## config.mk

```make
export PLATFORM = sky130hd
export DESIGN_NAME = stack_with_keyed_removal_core
export DESIGN_NICKNAME = d
export VERILOG_FILES = /design/src/hdl/skwr_pkg.sv /design/src/hdl/skwr_ram.sv /design/src/hdl/skwr_seq.sv /design/src/hdl/stack_with_keyed_removal_core.sv
export SDC_FILE = /design/constraint.sdc
export NUM_CORES = 1
export LEC_CHECK = 0
export BUFFER_PORTS_ARGS = -buffer_cell sky130_fd_sc_hd__buf_2
export CAP_MARGIN = 20
export CORE_MARGIN = 2
export CORE_UTILIZATION = 60
export DETAILED_ROUTE_END_ITERATION = 8
export PLACE_DENSITY = 0.77
export SLEW_MARGIN = 30
export SYNTH_ARGS = -nofsm -noshare
export SYNTH_HDL_FRONTEND = slang
export SYNTH_SLANG_ARGS = --single-unit
export TNS_END_PERCENT = 5
```

## constraint.sdc

```tcl
create_clock -name clk -period 9.3 [get_ports clk]
set_input_delay 2.325 -clock clk [delete_from_list [all_inputs] [get_ports clk]]
set_output_delay 2.325 -clock clk [all_outputs]
set_load 0.02 [all_outputs]
```

## src/hdl/skwr_pkg.sv

```systemverilog
// ----------------------------------------------------------------------------
// skwr_pkg: shared types and constants
// Sizes, command and status codes, the result record and saturation helpers
// for the keyed-removal stack.
// ----------------------------------------------------------------------------
`default_nettype none

package skwr_pkg;

	localparam int STACK_DEPTH = 8;
	localparam int ADDR_W      = $clog2(STACK_DEPTH);
	localparam int CNT_W       = $clog2(STACK_DEPTH + 1);
	localparam int KEY_W       = 56;

	localparam int MOVED_W     = 3;
	localparam int OCC_W       = 4;
	localparam int STATUS_W    = 2;
	localparam int OUT_DATA_W  = 8;

	localparam logic CMD_PUSH   = 1'b0;
	localparam logic CMD_REMOVE = 1'b1;

	localparam logic [STATUS_W-1:0] ST_PUSHED    = 2'd0;
	localparam logic [STATUS_W-1:0] ST_FULL      = 2'd1;
	localparam logic [STATUS_W-1:0] ST_REMOVED   = 2'd2;
	localparam logic [STATUS_W-1:0] ST_NOT_FOUND = 2'd3;

	typedef struct packed {
		logic [STATUS_W-1:0] status;
		logic [MOVED_W-1:0]  moved_count;
		logic [OCC_W-1:0]    occupancy;
	} res_t;

	// Counts can be wider than the result fields for deep stacks; clamp them.
	function automatic logic [MOVED_W-1:0] sat_moved(input logic [CNT_W-1:0] v);
		logic [31:0] w;
		w = 32'(v);
		if (w > 32'((1 << MOVED_W) - 1)) return '1;
		else return w[MOVED_W-1:0];
	endfunction

	function automatic logic [OCC_W-1:0] sat_occ(input logic [CNT_W-1:0] v);
		logic [31:0] w;
		w = 32'(v);
		if (w > 32'((1 << OCC_W) - 1)) return '1;
		else return w[OCC_W-1:0];
	endfunction

endpackage

`default_nettype wire

```

## src/hdl/skwr_ram.sv

```systemverilog
// ----------------------------------------------------------------------------
// skwr_ram: generic memory
// One write port and one read port per cycle, read data registered.
// ----------------------------------------------------------------------------
`default_nettype none

module skwr_ram #(
	parameter int WIDTH = 8,
	parameter int DEPTH = 8
) (
	input  wire logic                     clk,
	input  wire logic                     wr_en,
	input  wire logic [$clog2(DEPTH)-1:0] wr_addr,
	input  wire logic [WIDTH-1:0]         wr_data,
	input  wire logic                     rd_en,
	input  wire logic [$clog2(DEPTH)-1:0] rd_addr,
	output logic      [WIDTH-1:0]         rd_data
);

	logic [WIDTH-1:0] mem_q [DEPTH];

	always_ff @(posedge clk) begin
		if (wr_en) begin
			mem_q[wr_addr] <= wr_data;
		end
		if (rd_en) begin
			rd_data <= mem_q[rd_addr];
		end
	end

endmodule

`default_nettype wire

```

## src/hdl/skwr_seq.sv

```systemverilog
// ----------------------------------------------------------------------------
// skwr_seq: request sequencer
// Walks the key memory from the top with one shared key comparator, then
// compacts the entries above a match one per cycle.
// ----------------------------------------------------------------------------
`default_nettype none

module skwr_seq import skwr_pkg::*; (
	input  wire logic             clk,
	input  wire logic             arst_n,
	input  wire logic             in_valid,
	output logic                  in_ready,
	input  wire logic             in_cmd,
	input  wire logic [KEY_W-1:0] in_key,
	output logic                  res_valid,
	input  wire logic             res_ready,
	output res_t                  res
);

	localparam logic [1:0] S_IDLE   = 2'd0;
	localparam logic [1:0] S_SEARCH = 2'd1;
	localparam logic [1:0] S_SHIFT  = 2'd2;
	localparam logic [1:0] S_DONE   = 2'd3;

	logic [1:0]          state_q;
	logic [CNT_W-1:0]    count_q;
	logic [ADDR_W-1:0]   pos_q;
	logic [KEY_W-1:0]    key_q;
	logic [STATUS_W-1:0] status_q;
	logic [MOVED_W-1:0]  moved_q;

	logic                wr_en;
	logic [ADDR_W-1:0]   wr_addr;
	logic [KEY_W-1:0]    wr_data;
	logic                rd_en;
	logic [ADDR_W-1:0]   rd_addr;
	logic [KEY_W-1:0]    rd_data;

	logic                match;
	logic                not_full;
	logic [CNT_W-1:0]    cnt_m1;
	logic [CNT_W-1:0]    pos_p1;
	logic [CNT_W-1:0]    pos_p2;
	logic                shift_last;

	skwr_ram #(
		.WIDTH (KEY_W),
		.DEPTH (STACK_DEPTH)
	) u_store (
		.clk     (clk),
		.wr_en   (wr_en),
		.wr_addr (wr_addr),
		.wr_data (wr_data),
		.rd_en   (rd_en),
		.rd_addr (rd_addr),
		.rd_data (rd_data)
	);

	assign match      = (rd_data == key_q);
	assign not_full   = (count_q < CNT_W'(STACK_DEPTH));
	assign cnt_m1     = count_q - CNT_W'(1);
	assign pos_p1     = CNT_W'(pos_q) + CNT_W'(1);
	assign pos_p2     = CNT_W'(pos_q) + CNT_W'(2);
	assign shift_last = (pos_p2 == count_q);

	assign in_ready  = (state_q == S_IDLE);
	assign res_valid = (state_q == S_DONE);
	assign res       = '{status: status_q, moved_count: moved_q, occupancy: sat_occ(count_q)};

	// Reads run one step ahead: the address issued now is compared next cycle.
	always_comb begin
		wr_en   = 1'b0;
		wr_addr = pos_q;
		wr_data = rd_data;
		rd_en   = 1'b0;
		rd_addr = pos_q;
		unique case (state_q)
			S_IDLE: begin
				if (in_valid && in_cmd == CMD_PUSH && not_full) begin
					wr_en   = 1'b1;
					wr_addr = count_q[ADDR_W-1:0];
					wr_data = in_key;
				end
				if (in_valid && in_cmd == CMD_REMOVE && count_q != '0) begin
					rd_en   = 1'b1;
					rd_addr = cnt_m1[ADDR_W-1:0];
				end
			end
			S_SEARCH: begin
				rd_en = 1'b1;
				if (match) rd_addr = pos_p1[ADDR_W-1:0];
				else rd_addr = pos_q - ADDR_W'(1);
			end
			S_SHIFT: begin
				wr_en   = 1'b1;
				rd_en   = !shift_last;
				rd_addr = pos_p2[ADDR_W-1:0];
			end
			default: begin
			end
		endcase
	end

	always_ff @(posedge clk or negedge arst_n) begin
		if (!arst_n) begin
			state_q  <= S_IDLE;
			count_q  <= '0;
			pos_q    <= '0;
			key_q    <= '0;
			status_q <= ST_PUSHED;
			moved_q  <= '0;
		end else begin
			unique case (state_q)
				S_IDLE: begin
					if (in_valid) begin
						key_q   <= in_key;
						moved_q <= '0;
						if (in_cmd == CMD_PUSH) begin
							state_q <= S_DONE;
							if (not_full) begin
								count_q  <= count_q + CNT_W'(1);
								status_q <= ST_PUSHED;
							end else begin
								status_q <= ST_FULL;
							end
						end else if (count_q == '0) begin
							state_q  <= S_DONE;
							status_q <= ST_NOT_FOUND;
						end else begin
							state_q <= S_SEARCH;
							pos_q   <= cnt_m1[ADDR_W-1:0];
						end
					end
				end
				S_SEARCH: begin
					if (match) begin
						status_q <= ST_REMOVED;
						moved_q  <= sat_moved(cnt_m1 - CNT_W'(pos_q));
						if (pos_p1 == count_q) begin
							count_q <= cnt_m1;
							state_q <= S_DONE;
						end else begin
							state_q <= S_SHIFT;
						end
					end else if (pos_q == '0) begin
						status_q <= ST_NOT_FOUND;
						state_q  <= S_DONE;
					end else begin
						pos_q <= pos_q - ADDR_W'(1);
					end
				end
				S_SHIFT: begin
					if (shift_last) begin
						count_q <= cnt_m1;
						state_q <= S_DONE;
					end else begin
						pos_q <= pos_q + ADDR_W'(1);
					end
				end
				S_DONE: begin
					if (res_ready) state_q <= S_IDLE;
				end
				default: begin
					state_q <= S_IDLE;
				end
			endcase
		end
	end

	a_count_bound: assert property (@(posedge clk) disable iff (!arst_n)
		count_q <= CNT_W'(STACK_DEPTH))
		else $error("stack count exceeds depth");

	a_search_in_range: assert property (@(posedge clk) disable iff (!arst_n)
		state_q == S_SEARCH |-> CNT_W'(pos_q) < count_q)
		else $error("search position outside stored entries");

	a_push_grows: assert property (@(posedge clk) disable iff (!arst_n)
		(state_q == S_IDLE && in_valid && in_cmd == CMD_PUSH && not_full)
		|=> count_q == $past(count_q) + CNT_W'(1))
		else $error("accepted push did not grow the stack");

	a_shift_writes_below: assert property (@(posedge clk) disable iff (!arst_n)
		state_q == S_SHIFT |-> pos_p1 < count_q)
		else $error("compaction runs past the top of the stack");

endmodule

`default_nettype wire

```

## src/hdl/stack_with_keyed_removal_core.sv

```systemverilog
// ----------------------------------------------------------------------------
// stack_with_keyed_removal_core: bounded key stack with removal by key
//
// Requests arrive on the s_axis channel: tuser selects push (0) or remove (1),
// tdata carries the 56-bit key. Each request yields exactly one transaction on
// m_axis: tuser holds the status (pushed, full, removed, not found), tdata
// holds the moved count and the occupancy after the request.
// A push needs no search and no compaction before its result. A remove
// compares entries from the top (at most STACK_DEPTH), stopping at the first
// match, then the entries above the match shift down one per cycle.
// The key memory has one read and one write port, and the search and the
// compaction each use it once per cycle. s_axis_tready is high only while the
// sequencer is idle, one request at a time: the next request is taken only
// after the sequencer has handed on the result of the previous one.
// The result sits in an output register, so a new request is taken while the
// previous result waits; when the receiver stalls with a result held, the next
// finished result waits in the sequencer. Reset empties the stack; stored keys
// are not cleared and need no clearing pass.
// ----------------------------------------------------------------------------
`default_nettype none

module stack_with_keyed_removal_core import skwr_pkg::*; (
	input  wire logic                  clk,
	input  wire logic                  arst_n,
	input  wire logic                  s_axis_tvalid,
	output logic                       s_axis_tready,
	input  wire logic [KEY_W-1:0]      s_axis_tdata,  // key_bytes[55:0]
	input  wire logic                  s_axis_tuser,  // cmd
	output logic                       m_axis_tvalid,
	input  wire logic                  m_axis_tready,
	output logic [OUT_DATA_W-1:0]      m_axis_tdata,  // moved_count[2:0], occupancy[6:3]
	output logic [STATUS_W-1:0]        m_axis_tuser   // status
);

	logic res_valid;
	logic res_ready;
	res_t res;

	logic                 m_valid_q;
	logic [OUT_DATA_W-1:0] m_data_q;
	logic [STATUS_W-1:0]  m_status_q;

	skwr_seq u_seq (
		.clk       (clk),
		.arst_n    (arst_n),
		.in_valid  (s_axis_tvalid),
		.in_ready  (s_axis_tready),
		.in_cmd    (s_axis_tuser),
		.in_key    (s_axis_tdata),
		.res_valid (res_valid),
		.res_ready (res_ready),
		.res       (res)
	);

	assign res_ready = !m_valid_q || m_axis_tready;

	always_ff @(posedge clk or negedge arst_n) begin
		if (!arst_n) begin
			m_valid_q  <= 1'b0;
			m_data_q   <= '0;
			m_status_q <= ST_PUSHED;
		end else begin
			if (res_ready) begin
				m_valid_q <= res_valid;
				if (res_valid) begin
					m_status_q <= res.status;
					m_data_q   <= OUT_DATA_W'({res.occupancy, res.moved_count});
				end
			end
		end
	end

	assign m_axis_tvalid = m_valid_q;
	assign m_axis_tdata  = m_data_q;
	assign m_axis_tuser  = m_status_q;

endmodule

`default_nettype wire

```

Yosys cells after proc, flatten, opt, wreduce, memory -nomap -nowiden
Memories as Yosys holds them, arrays and structs flattened. A register that Yosys moved wholly into a read port is not among the register bits.
Cells that the tools add are included.

word-level totals
  register bits = 80
  bits in latches = 0
  memory bits (writable) = 448
  memory bits (read-only) = 0
  input bits = 61
  output and inout port bits = 12
  logic and storage cells = 106
  memories = 1

cells by class
  $add $sub $neg = 7
  multiply operators = 0
  divide/modulo/power cells = 0
  $lt $le $gt $ge = 2
  equality and inequality tests = 20
  shifts and indexed selects = 0
  mux-type cells = 46
  bitwise logic cells = 1
  reductions and logical operators = 20

memory list
  memory               depth  bits a word  rd ports  clocked after Yosys merged registers in  write ports  line            text
  u_seq.u_store.mem_q  8      56           1         1                                        1            skwr_ram.sv:20  logic [WIDTH-1:0] mem_q [DEPTH];

operators with widths
  operator                                                                  number
  56-bit two-way mux                                                        2
  56-bit == test                                                            1
  3-bit two-way mux                                                         13
  4-bit two-way mux                                                         6
  2-bit two-way mux                                                         11
  3-bit one-hot mux with 3 select lines                                     2
  7-bit AND reduction                                                       2
  2-bit by 1-bit inequality test with 1-bit output (second input constant)  6
  2-bit inequality test (second input constant)                             6
  4-bit one-hot mux with 3 select lines                                     1
  4-bit == test                                                             2
  2-bit one-hot mux with 4 select lines                                     1
  4-bit AND reduction                                                       2
  1-bit two-way mux                                                         6
  3-bit one-hot mux with 2 select lines                                     1
  3-bit by 1-bit adder with 4-bit output (second input constant)            1
  3-bit by 2-bit adder with 4-bit output (second input constant)            1
  4-bit by 1-bit adder with 4-bit output (second input constant)            1
  2-bit == test (second input constant)                                     2
  4-bit by 3-bit > comparator with 1-bit output (second input constant)     1
  1-bit logical AND                                                         4
  4-bit zero test                                                           1
  4-bit less-than comparator (second input constant)                        1
  2-bit one-hot mux with 2 select lines                                     1
  19 further kinds                                                          21

Depth between registers and ports, before layout
  depth after elaboration = 7
  mapped depth = 15
  mapped depth without buffers = 11

By module
Synthesis repeated with hierarchy kept, for this count alone.

second synthesis, totals
  cells, all modules = 1,182
  area, all modules = 23,877.9 um^2

by module, submodules not included
  module                         instances  cells each  area each (um^2)  sequential area each (um^2)
  skwr_ram                       1          716         18,535.3          15,134.5
  skwr_seq                       1          442         4,906.0           1,751.7
  stack_with_keyed_removal_core  1          24          436.7             250.2

Worst setup path before layout
No wires, ideal clock.

  kind = in2reg
  start point = input s_axis_tvalid
  end point = memory u_seq.u_store.mem_q[4][0] (netlist name), enable pin
  setup time = 0.470 ns
  arrival time = 6.140 ns
  required time = 8.830 ns
  setup slack = 2.690 ns
  stages on the path = 7
  buffers on the path = 3
  path through = buf_2 > nand2_1 > nor3_1 > clkbuf_1 > buf_1 > a21oi_1 > nor2_1

between the ends
  longest elaborated chain between the ends = 6
  elaborated cells between the ends (all ways) = 8
  those cells by class = mux: 6; reduce/logical: 2

RTL lines
  what                                     line                                 text
  from (decl)                              stack_with_keyed_removal_core.sv:25  input wire logic s_axis_tvalid,
  1-bit logical AND * (2 in a row)         skwr_seq.sv:79                       if (in_valid && in_cmd == CMD_PUSH && not_full) begin
  1-bit two-way mux                        skwr_seq.sv:79
  1-bit one-hot mux with 2 select lines    skwr_seq.sv:77                       unique case (state_q)
  1-bit two-way mux                        skwr_ram.sv:23                       if (wr_en) begin
  1-bit two-way mux (implied by the code)  skwr_ram.sv:24                       mem_q[wr_addr] <= wr_data;
  to (decl)                                skwr_ram.sv:20

Mark *: on every way between the ends. The rest lies on a longest branch, timed or not.

Final worst setup path
  start point = input s_axis_tvalid
  end point = memory u_seq.u_store.mem_q[5][9] (netlist name), enable pin

Same word-level chain as after synthesis.

==> metrics.cfg <==
[floorplan]
die-area_um2 = 41800
num_rows = 73
die_w_um = 204
die_height_um = 204
core_area_um2 = 39700
pin_count = 73
initial_core_util = 0.606

[cells_and_area]
antennaDiodeCount = 0
final_cell_area_um2 = 26900
syn2layout_area_growth_pct = 11.7
final_nets = 1751
drive_gt1_frac = 0.215

[place]
portBuffers = 71
dpl_cell_area_um2 = 25000
place.gp.congestion = 0.816
hpwl_um = 30300

[timing]
hold_viol = 0
relSlewSlack = 0.356
clock.fmax_mhz = 188
drv_slew = 0
skew_ps = 26.3
period_needed_ps = 5320
fin_setup_tns_ps = 0
finalCritPeriodShare = 0.572
holdWs_ps = 478
worst_pin_slew_ps = 964
finalSetupViolCount = 0
grt_setup_unrepaired = no

[clock_tree]
clockRootBuffer = clkbuf_16
clkTransAtPathRegs_ps = 60
cts.path.max_buffers = 3
cts_buffers = 56
clk_latency_ps = 620
cts_resized = 0
cts_tree = done
cts_sinks = 584
cts_max_level = 2
hold_buffers = 0
postCtsSetupBuffers = 0

[global_routing]
globalRouteOverflowTotal = 0
grt_usage = 0.260
grt_max_degree = 101
grt_pass1_vias = 13800
antenna_found_initial = 0
grt_pass1_wl_um = 81000

[power_and_ir_drop]
totalPowerFinal_uw = 11200
power_density_nw_per_um2 = 415
peakVddDrop_mv = 0.503
p_leak_uw = 0.00965

[yosys]
synth_area_leaders = edfxtp_1, dfrtp_1, mux2_2
synthArstFlopShare = 0.137
ys.flop_type = edfxtp_1
yosysTopAreaCellShare = 0.628
syn_nets = 1688
yosysUniqueCellTypes = 56
avgSynthCellArea_um2 = 14.9
ys_seq_area_frac = 0.711
ys_warn_count = 0
syn_area_um2 = 24100
syn_inst = 1613
synth_edf_count = 504
synth_top_area_cell = edfxtp_1
ys_ff_latch = 584

[critical_path]
cp.arrival_ps = 5560
cp_cell_sequence = buf_2 -> nand2_8 -> nor3_2 -> buf_4 -> a21oi_1 -> nor2_4 -> buf_4
critical_path_required_ps = 9540
slowest_delay_ps = 830
end_kind = flip-flop
rr_worst_depth = 9
startpoint_type = primary input
cpMostUsedCell = buf_4
slowest_stage = nor2_4
path_buf_inv = 3
path_depth = 7
path_delay_family = simple AND/OR/NAND/NOR gates
critPathKind = in2reg
cp_max_fo = 60

[route]
route.detailed.drc = 0
wl_um = 52800
drt_iter0_markers = 1250
wl_met2_um = 26100
ant_nets = 0
drtPass1Iterations = 5
viasPerCell = 6.09
routedWlPerCell_um = 23.5
top_layer = met4
met3_length_um = 3600
vias = 13700
wirelength_met1_um = 21400

[status]
outcome = completed

[hold_path]
min_path_cells = 2
worstHoldPathType = reg2reg

[job]
drv_cap = 0

-- worst paths after layout --
| path | startpoint | endpoint | slack (ps) |
|---|---|---|---|
| worst max-delay path | s_axis_tvalid | u_seq.u_store.mem_q[5][9]$_DFFE_PP_ | 3980 |
| worst min-delay path | m_axis_tuser[0]$_DFFE_PN0P_ | m_axis_tuser[0]$_DFFE_PN0P_ | 480 |
| worst max register to register | u_seq.u_store.rd_data[45]$_DFFE_PP_ | u_seq.u_store.rd_data[22]$_DFFE_PP_ | 4500 |
| worst min register to register | m_axis_tuser[0]$_DFFE_PN0P_ | m_axis_tuser[0]$_DFFE_PN0P_ | 480 |
| max in group asynchronous | arst_n | u_seq.key_q[5]$_DFFE_PN0P_ | 6450 |
| min in group asynchronous | arst_n | u_seq.state_q[1]$_DFFE_PN0P_ | 1700 |
-- tightest hold or removal path: stages (launching register included) --
cell and delay (ps):
dfrtp_1 340, nand2_1 50, o21ai_0 60
-- cell usage after synthesis (9+ instances only) --
| library cell | instances |
|---|---|
| edfxtp_1 | 504 |
| o21ai_1 | 19 |
| ha_1 | 13 |
| clkbuf_1 | 33 |
| buf_2 | 31 |
| nand2_1 | 357 |
| o21ai_0 | 104 |
| dfrtp_1 | 80 |
| mux4_2 | 55 |
| nand4_1 | 10 |
| mux2_2 | 121 |
| nand3_1 | 59 |
| inv_1 | 14 |
| xnor2_1 | 30 |
| buf_1 | 12 |
| xor2_1 | 42 |
| buf_4 | 9 |
| nor4_1 | 10 |
| a31oi_1 | 9 |
| a21oi_1 | 11 |
| nor2_1 | 29 |
-- final cells by class --
cell class / count / area [µm²]
clock buffer: 80 / 1530
clock inverter: 24 / 274
fill: 2609 / 12800
inverter: 14 / 52.6
multi-input combinational: 925 / 6600
sequential: 584 / 17100
tap: 525 / 657
timing repair buffer: 95 / 667
-- layout by cell type, fill, tap and decap left out, types with 5 or more instances in the layout --
cell type  count
clkinv_2       9
inv_1         14
mux2_2       120
mux4_2        55
bufinv_16      6
xor2_1        42
ha_1          13
nand2_1      356
o21ai_1       19
xnor2_1       30
clkbuf_16     57
a31oi_1        8
edfxtp_1     504
buf_16         5
buf_2         70
nor4_1        10
nand4_1       10
clkinv_1       5
dfrtp_1       80
nor2_4         8
a21o_1         6
clkbuf_1      21
nor3_1         5
a21oi_1       11
nor2_1        21
o21ai_0      104
buf_4         17
nand3_1       59
-- metrics by stage --
step / setup slack [ps] / utilization / instances
2_1_floorplan: 2690 / - / 1613
3_5_place_dp: 3020 / 0.630 / 2140
6_report: 3980 / 0.678 / 2247
3_3_place_gp: 3020 / 0.628 / 2137
5_1_grt: 3740 / 0.678 / 2247
4_1_cts: 3610 / 0.675 / 2244
-- state kept, by name (all words and copies together) (netlist names) --
| register | flops |
|---|---|
| m_axis_tdata | 7 |
| m_axis_tuser | 2 |
| m_axis_tvalid | 1 |
| u_seq.count_q | 4 |
| u_seq.key_q | 56 |
| u_seq.moved_q | 3 |
| u_seq.pos_q | 3 |
| u_seq.state_q | 2 |
| u_seq.status_q | 2 |
| u_seq.u_store.mem_q | 448 |
| u_seq.u_store.rd_data | 56 |
-- logic make-up (layout without fill, tap and decap cells) --
kind of cell / count (synthesis) / in the layout / share of synthesized area
AOI/OAI and AO/OA: 178 / 178 / 0.0430
xor gates and xnor gates: 72 / 72 / 0.0262
adders and majority gates: 14 / 14 / 0.00758
buffers and inverters: 104 / 213 / 0.0208
DFF: 584 / 584 / 0.711
muxes: 177 / 177 / 0.108
other: 1 / 1 / 0.000156
and+or+nand+nor: 483 / 483 / 0.0828
-- metal layers --
layer  vias to the layer above  global-route usage
li1                       6077                   -
met4                         0               0.105
met5                         -                   0
met1                      6941               0.357
met3                       102              0.0384
met2                       556               0.423
-- where the power goes --
| part | switching [µW] | internal [µW] | leakage, µW |
|---|---|---|---|
| Sequential | 313 | 4010 | 0.00555 |
| Combinational | 2910 | 1660 | 0.00321 |
| Clock | 957 | 1310 | 0.000878 |
| Total | 4180 | 6990 | 0.00965 |
No activity file was read; power rests on OpenSTA's default activity.
